## src/sv/oblate_body_quadrupole_accel_assert.svh

```systemverilog
// assertion macros for the oblate body quadrupole pipeline
// expects clk and rst_n in the scope of the module that uses them
`ifndef OBLATE_BODY_QUADRUPOLE_ACCEL_ASSERT_SVH
`define OBLATE_BODY_QUADRUPOLE_ACCEL_ASSERT_SVH

// consequent checked in the same cycle
`define OBQA_ASSERT_IMP(name, ante, cons) \
    name: assert property (@(posedge clk) disable iff (!rst_n) (ante) |-> (cons)) \
        else $error("obqa: check failed");

// consequent checked in the cycle after the antecedent
`define OBQA_ASSERT_NXT(name, ante, cons) \
    name: assert property (@(posedge clk) disable iff (!rst_n) (ante) |=> (cons)) \
        else $error("obqa: check failed");

`endif

```

## src/sv/obqa_mul.sv

```systemverilog
// two-stage unsigned multiplier built from 32x32 partial products
// no dependencies
module obqa_mul #(
    parameter int WA = 32,
    parameter int WB = 32
) (
    input  logic             clk,
    input  logic             en,
    input  logic [WA-1:0]    a,
    input  logic [WB-1:0]    b,
    output logic [WA+WB-1:0] p
);
    localparam int NA   = (WA + 31) / 32;
    localparam int NB   = (WB + 31) / 32;
    localparam int WACC = 32 * (NA + NB);

    typedef logic [NA*32-1:0] ax_t;
    typedef logic [NB*32-1:0] bx_t;
    typedef logic [WACC-1:0]  acc_t;

    ax_t                     ax;
    bx_t                     bx;
    logic [NA*NB-1:0][63:0]  pp_reg;
    acc_t                    acc;
    logic [WA+WB-1:0]        p_reg;

    assign ax = ax_t'(a);
    assign bx = bx_t'(b);

    // partial products
    always_ff @(posedge clk)
    begin
        if (en)
        begin
            for (int i = 0; i < NA; i++)
            begin
                for (int j = 0; j < NB; j++)
                begin
                    pp_reg[i*NB+j] <= ax[i*32 +: 32] * bx[j*32 +: 32];
                end
            end
        end
    end

    always_comb
    begin
        acc = '0;
        for (int i = 0; i < NA; i++)
        begin
            for (int j = 0; j < NB; j++)
            begin
                acc = acc + (acc_t'(pp_reg[i*NB+j]) << (32 * (i + j)));
            end
        end
    end

    always_ff @(posedge clk)
    begin
        if (en)
        begin
            p_reg <= acc[WA+WB-1:0];
        end
    end

    assign p = p_reg;

endmodule

```

## config.mk

```make
export PLATFORM = sky130hd
export DESIGN_NAME = obqa_mul
export DESIGN_NICKNAME = d
export VERILOG_FILES = /design/src/sv/oblate_body_quadrupole_accel_assert.svh /design/src/sv/obqa_mul.sv
export SDC_FILE = /design/constraint.sdc
export NUM_CORES = 2
export LEC_CHECK = 0
export BUFFER_PORTS_ARGS = -buffer_cell sky130_fd_sc_hd__buf_4
export CORE_MARGIN = 4
export CORE_UTILIZATION = 65
export CTS_CLUSTER_DIAMETER = 60
export DETAILED_ROUTE_END_ITERATION = 10
export GPL_ROUTABILITY_DRIVEN = 1
export PLACE_DENSITY = 0.83
export SYNTH_ARGS = -nofsm -noshare
export SYNTH_HDL_FRONTEND = slang
export SYNTH_SLANG_ARGS = --single-unit
export TNS_END_PERCENT = 10
```

## constraint.sdc

```tcl
create_clock -name clk -period 13.76 [get_ports clk]
set_clock_uncertainty 0.15 [all_clocks]
set_input_delay 0.688 -clock clk [delete_from_list [all_inputs] [get_ports clk]]
set_output_delay 0.688 -clock clk [all_outputs]
set_load 0.02 [all_outputs]
```

==> flow_metrics.env <==
export IMPL_yosysSeqAreaShare_pct=10.4
export IMPL_overflow=0
export IMPL_grt_pass1_vias=29300
export IMPL_cts_resized=0
export IMPL_vias_per_cell=5.83
export IMPL_core_area_sq_um=56500
export IMPL_cts_hold_buf=0
export IMPL_ios=130
export IMPL_nets=4951
export IMPL_htreeDepth=4
export IMPL_numCtsBuffers=17
export IMPL_ys_types=71
export IMPL_place_hpwl_um=70300
export IMPL_grt_max_degree=69
export IMPL_critPathCaptureType="flop"
export IMPL_required_ps=13790
export IMPL_setup_worst_path_start_class="primary input"
export IMPL_synth_top_area_share_pct=48.3
export IMPL_finalNonFillerCells=4497
export IMPL_cp_depth=25
export IMPL_rsz0062_at_grt="false"
export IMPL_yosysTopAreaCell="fa_1"
export IMPL_postSynthAreaPerCell_sq_um=9.79
export IMPL_drc=0
export IMPL_clock_path_buffers=2
export IMPL_arrival_ps=8660
export IMPL_drive_gt1_share_pct=4.84
export IMPL_tns_ps=0
export IMPL_start_util_pct=65.7
export IMPL_wl_per_cell_um=21.3
export IMPL_synth_area_leaders="fa_1 48%, edfxtp_1 10%, and2_1 10%"
export IMPL_crit_path_end="pp_reg[60]"
export IMPL_max_cap_violations=0
export IMPL_max_freq_mhz=116
export IMPL_track_usage_pct=33.2
export IMPL_grt_pass1_wl_um=155000
export IMPL_gp_congestion=0.952
export IMPL_routed_wl_um=95900
export IMPL_rrSetupSlack_ps=12960
export IMPL_port_buffers=129
export IMPL_run_status="completed"
export IMPL_dpl_cell_area_sq_um=38100
export IMPL_syn_inst=3791
export IMPL_worst_slew_pin_slew_ps=840
export IMPL_post_cts_setup_buffers=0
export IMPL_synth_area_sq_um=37100
export IMPL_hold_viol=0
export IMPL_synth_edf_count=128
export IMPL_drt_first_iter_violations=1985
export IMPL_ys_ff_latch=128
export IMPL_synthesis_nets=5016
export IMPL_synth_warnings=0
export IMPL_fin_area_sq_um=38700
export IMPL_die_y_um=247
export IMPL_critPathMaxFanout=32
export IMPL_die_w_um=247
export IMPL_yosysMostFrequentCell="fa_1"
export IMPL_setup_viol=0
export IMPL_clock_sinks=128
export IMPL_slew_headroom_pct=44.0
export IMPL_critPathKind="primary input to flop"
export IMPL_async_flop_share_pct=0
export IMPL_post_route_period_util_pct=62.7
export IMPL_root_buffer="clkbuf_16"
export IMPL_startpoint="b[17]"
export IMPL_slew_viol_final=0
export IMPL_path_buf_inv=5
export IMPL_cpLargestDelayFamily="adder cells"
export IMPL_reg2regPathDepth=0
export IMPL_worstReg2RegStart="pp_reg[60]"
export IMPL_hp_class="flop to flop"
export IMPL_die_area_sq_um=61000
export IMPL_worstSkewPairLatency_ps=430
export IMPL_placed_cells=4463
export IMPL_grt_antenna_before_repair=4
export IMPL_r2r_end="p[60]"
export IMPL_synth_commonest_cells="896 x fa_1, 861 x inv_1, 599 x and2_1"
export IMPL_tritoncts="done"
export IMPL_ant_nets=0
export IMPL_max_stage_delay_ps=530
export IMPL_clk_pin_slew_ps=60
export IMPL_min_period_ps=8630
export IMPL_vias=26200
export IMPL_cp_slowest_cell="fa_1"
export IMPL_dr_pass1_iters=8
export IMPL_synth_flop_cell="edfxtp_1"
export IMPL_cp_common_cell="fa_1"
export IMPL_rows=87
export IMPL_hold_ws_ps=259
export IMPL_syn2layout_area_growth_pct=4.38
[cells by family (layout without fill, tap and decap cells)]
kind of cell	after synthesis	after routing	share of synthesized area, %
mux	1	1	0.0270
other cells	0	2	0
xor+xnor	62	62	1.46
flops	128	128	10.4
compound gates	202	202	3.58
buf+inv	1075	1023	11.1
fa+ha+maj	1159	1159	57.2
simple gates	1164	1164	16.2
[worst min path at each step]
stage	from	to	slack [ps]	depth (start not counted)
6_report	pp_reg[35]	p[35]	260	0
3_3_place_gp	pp_reg[57]	p[57]	250	0
5_1_grt	pp_reg[37]	p[37]	270	0
4_1_cts	pp_reg[35]	p[35]	260	0
2_1_floorplan	pp_reg[0]	p[0]	250	0
3_5_place_dp	pp_reg[45]	p[45]	250	0
[cell type report]
| class | count | area [sq um] |
|---|---|---|
| Antenna cell | 2 | 5.00 |
| Clock buffer | 17 | 425 |
| Clock inverter | 15 | 165 |
| Fill cell | 4209 | 17800 |
| Inverter | 861 | 3230 |
| Multi-Input combinational cell | 2588 | 29100 |
| Sequential cell | 128 | 3840 |
| Tap cell | 756 | 946 |
| Timing Repair Buffer | 130 | 976 |
[placed cells by master, fill, tap and decap left out, drive strengths merged, types with 18 or more instances in the layout]
cell type	n
fa	896
inv	870
and2	601
nand2	473
ha	263
buf	130
edfxtp	128
a21oi	66
o21ai	40
xnor2	35
a21o	34
nor2	31
xor2	27
nand4	18
[layer usage]
metal	GRT usage, %	vias to the layer above	wire, um
li1	-	11000	-
met1	40.0	13400	32600
met2	56.0	1398	47600
met3	6.20	434	8420
met4	19.8	0	7330
met5	0	-	0
[stage by stage]
| step | utilization (%) | setup slack, ps |
|---|---|---|
| floorplan | - | 5600 |
| global route | 68.5 | 4790 |
| CTS | 68.5 | 5250 |
| global placement | 67.5 | 4970 |
| detailed placement | 67.5 | 4820 |
| finish | 68.5 | 5130 |
Power is not shown: default switching activity piles up to over one toggle a cycle in this logic, so the estimate is an artifact.
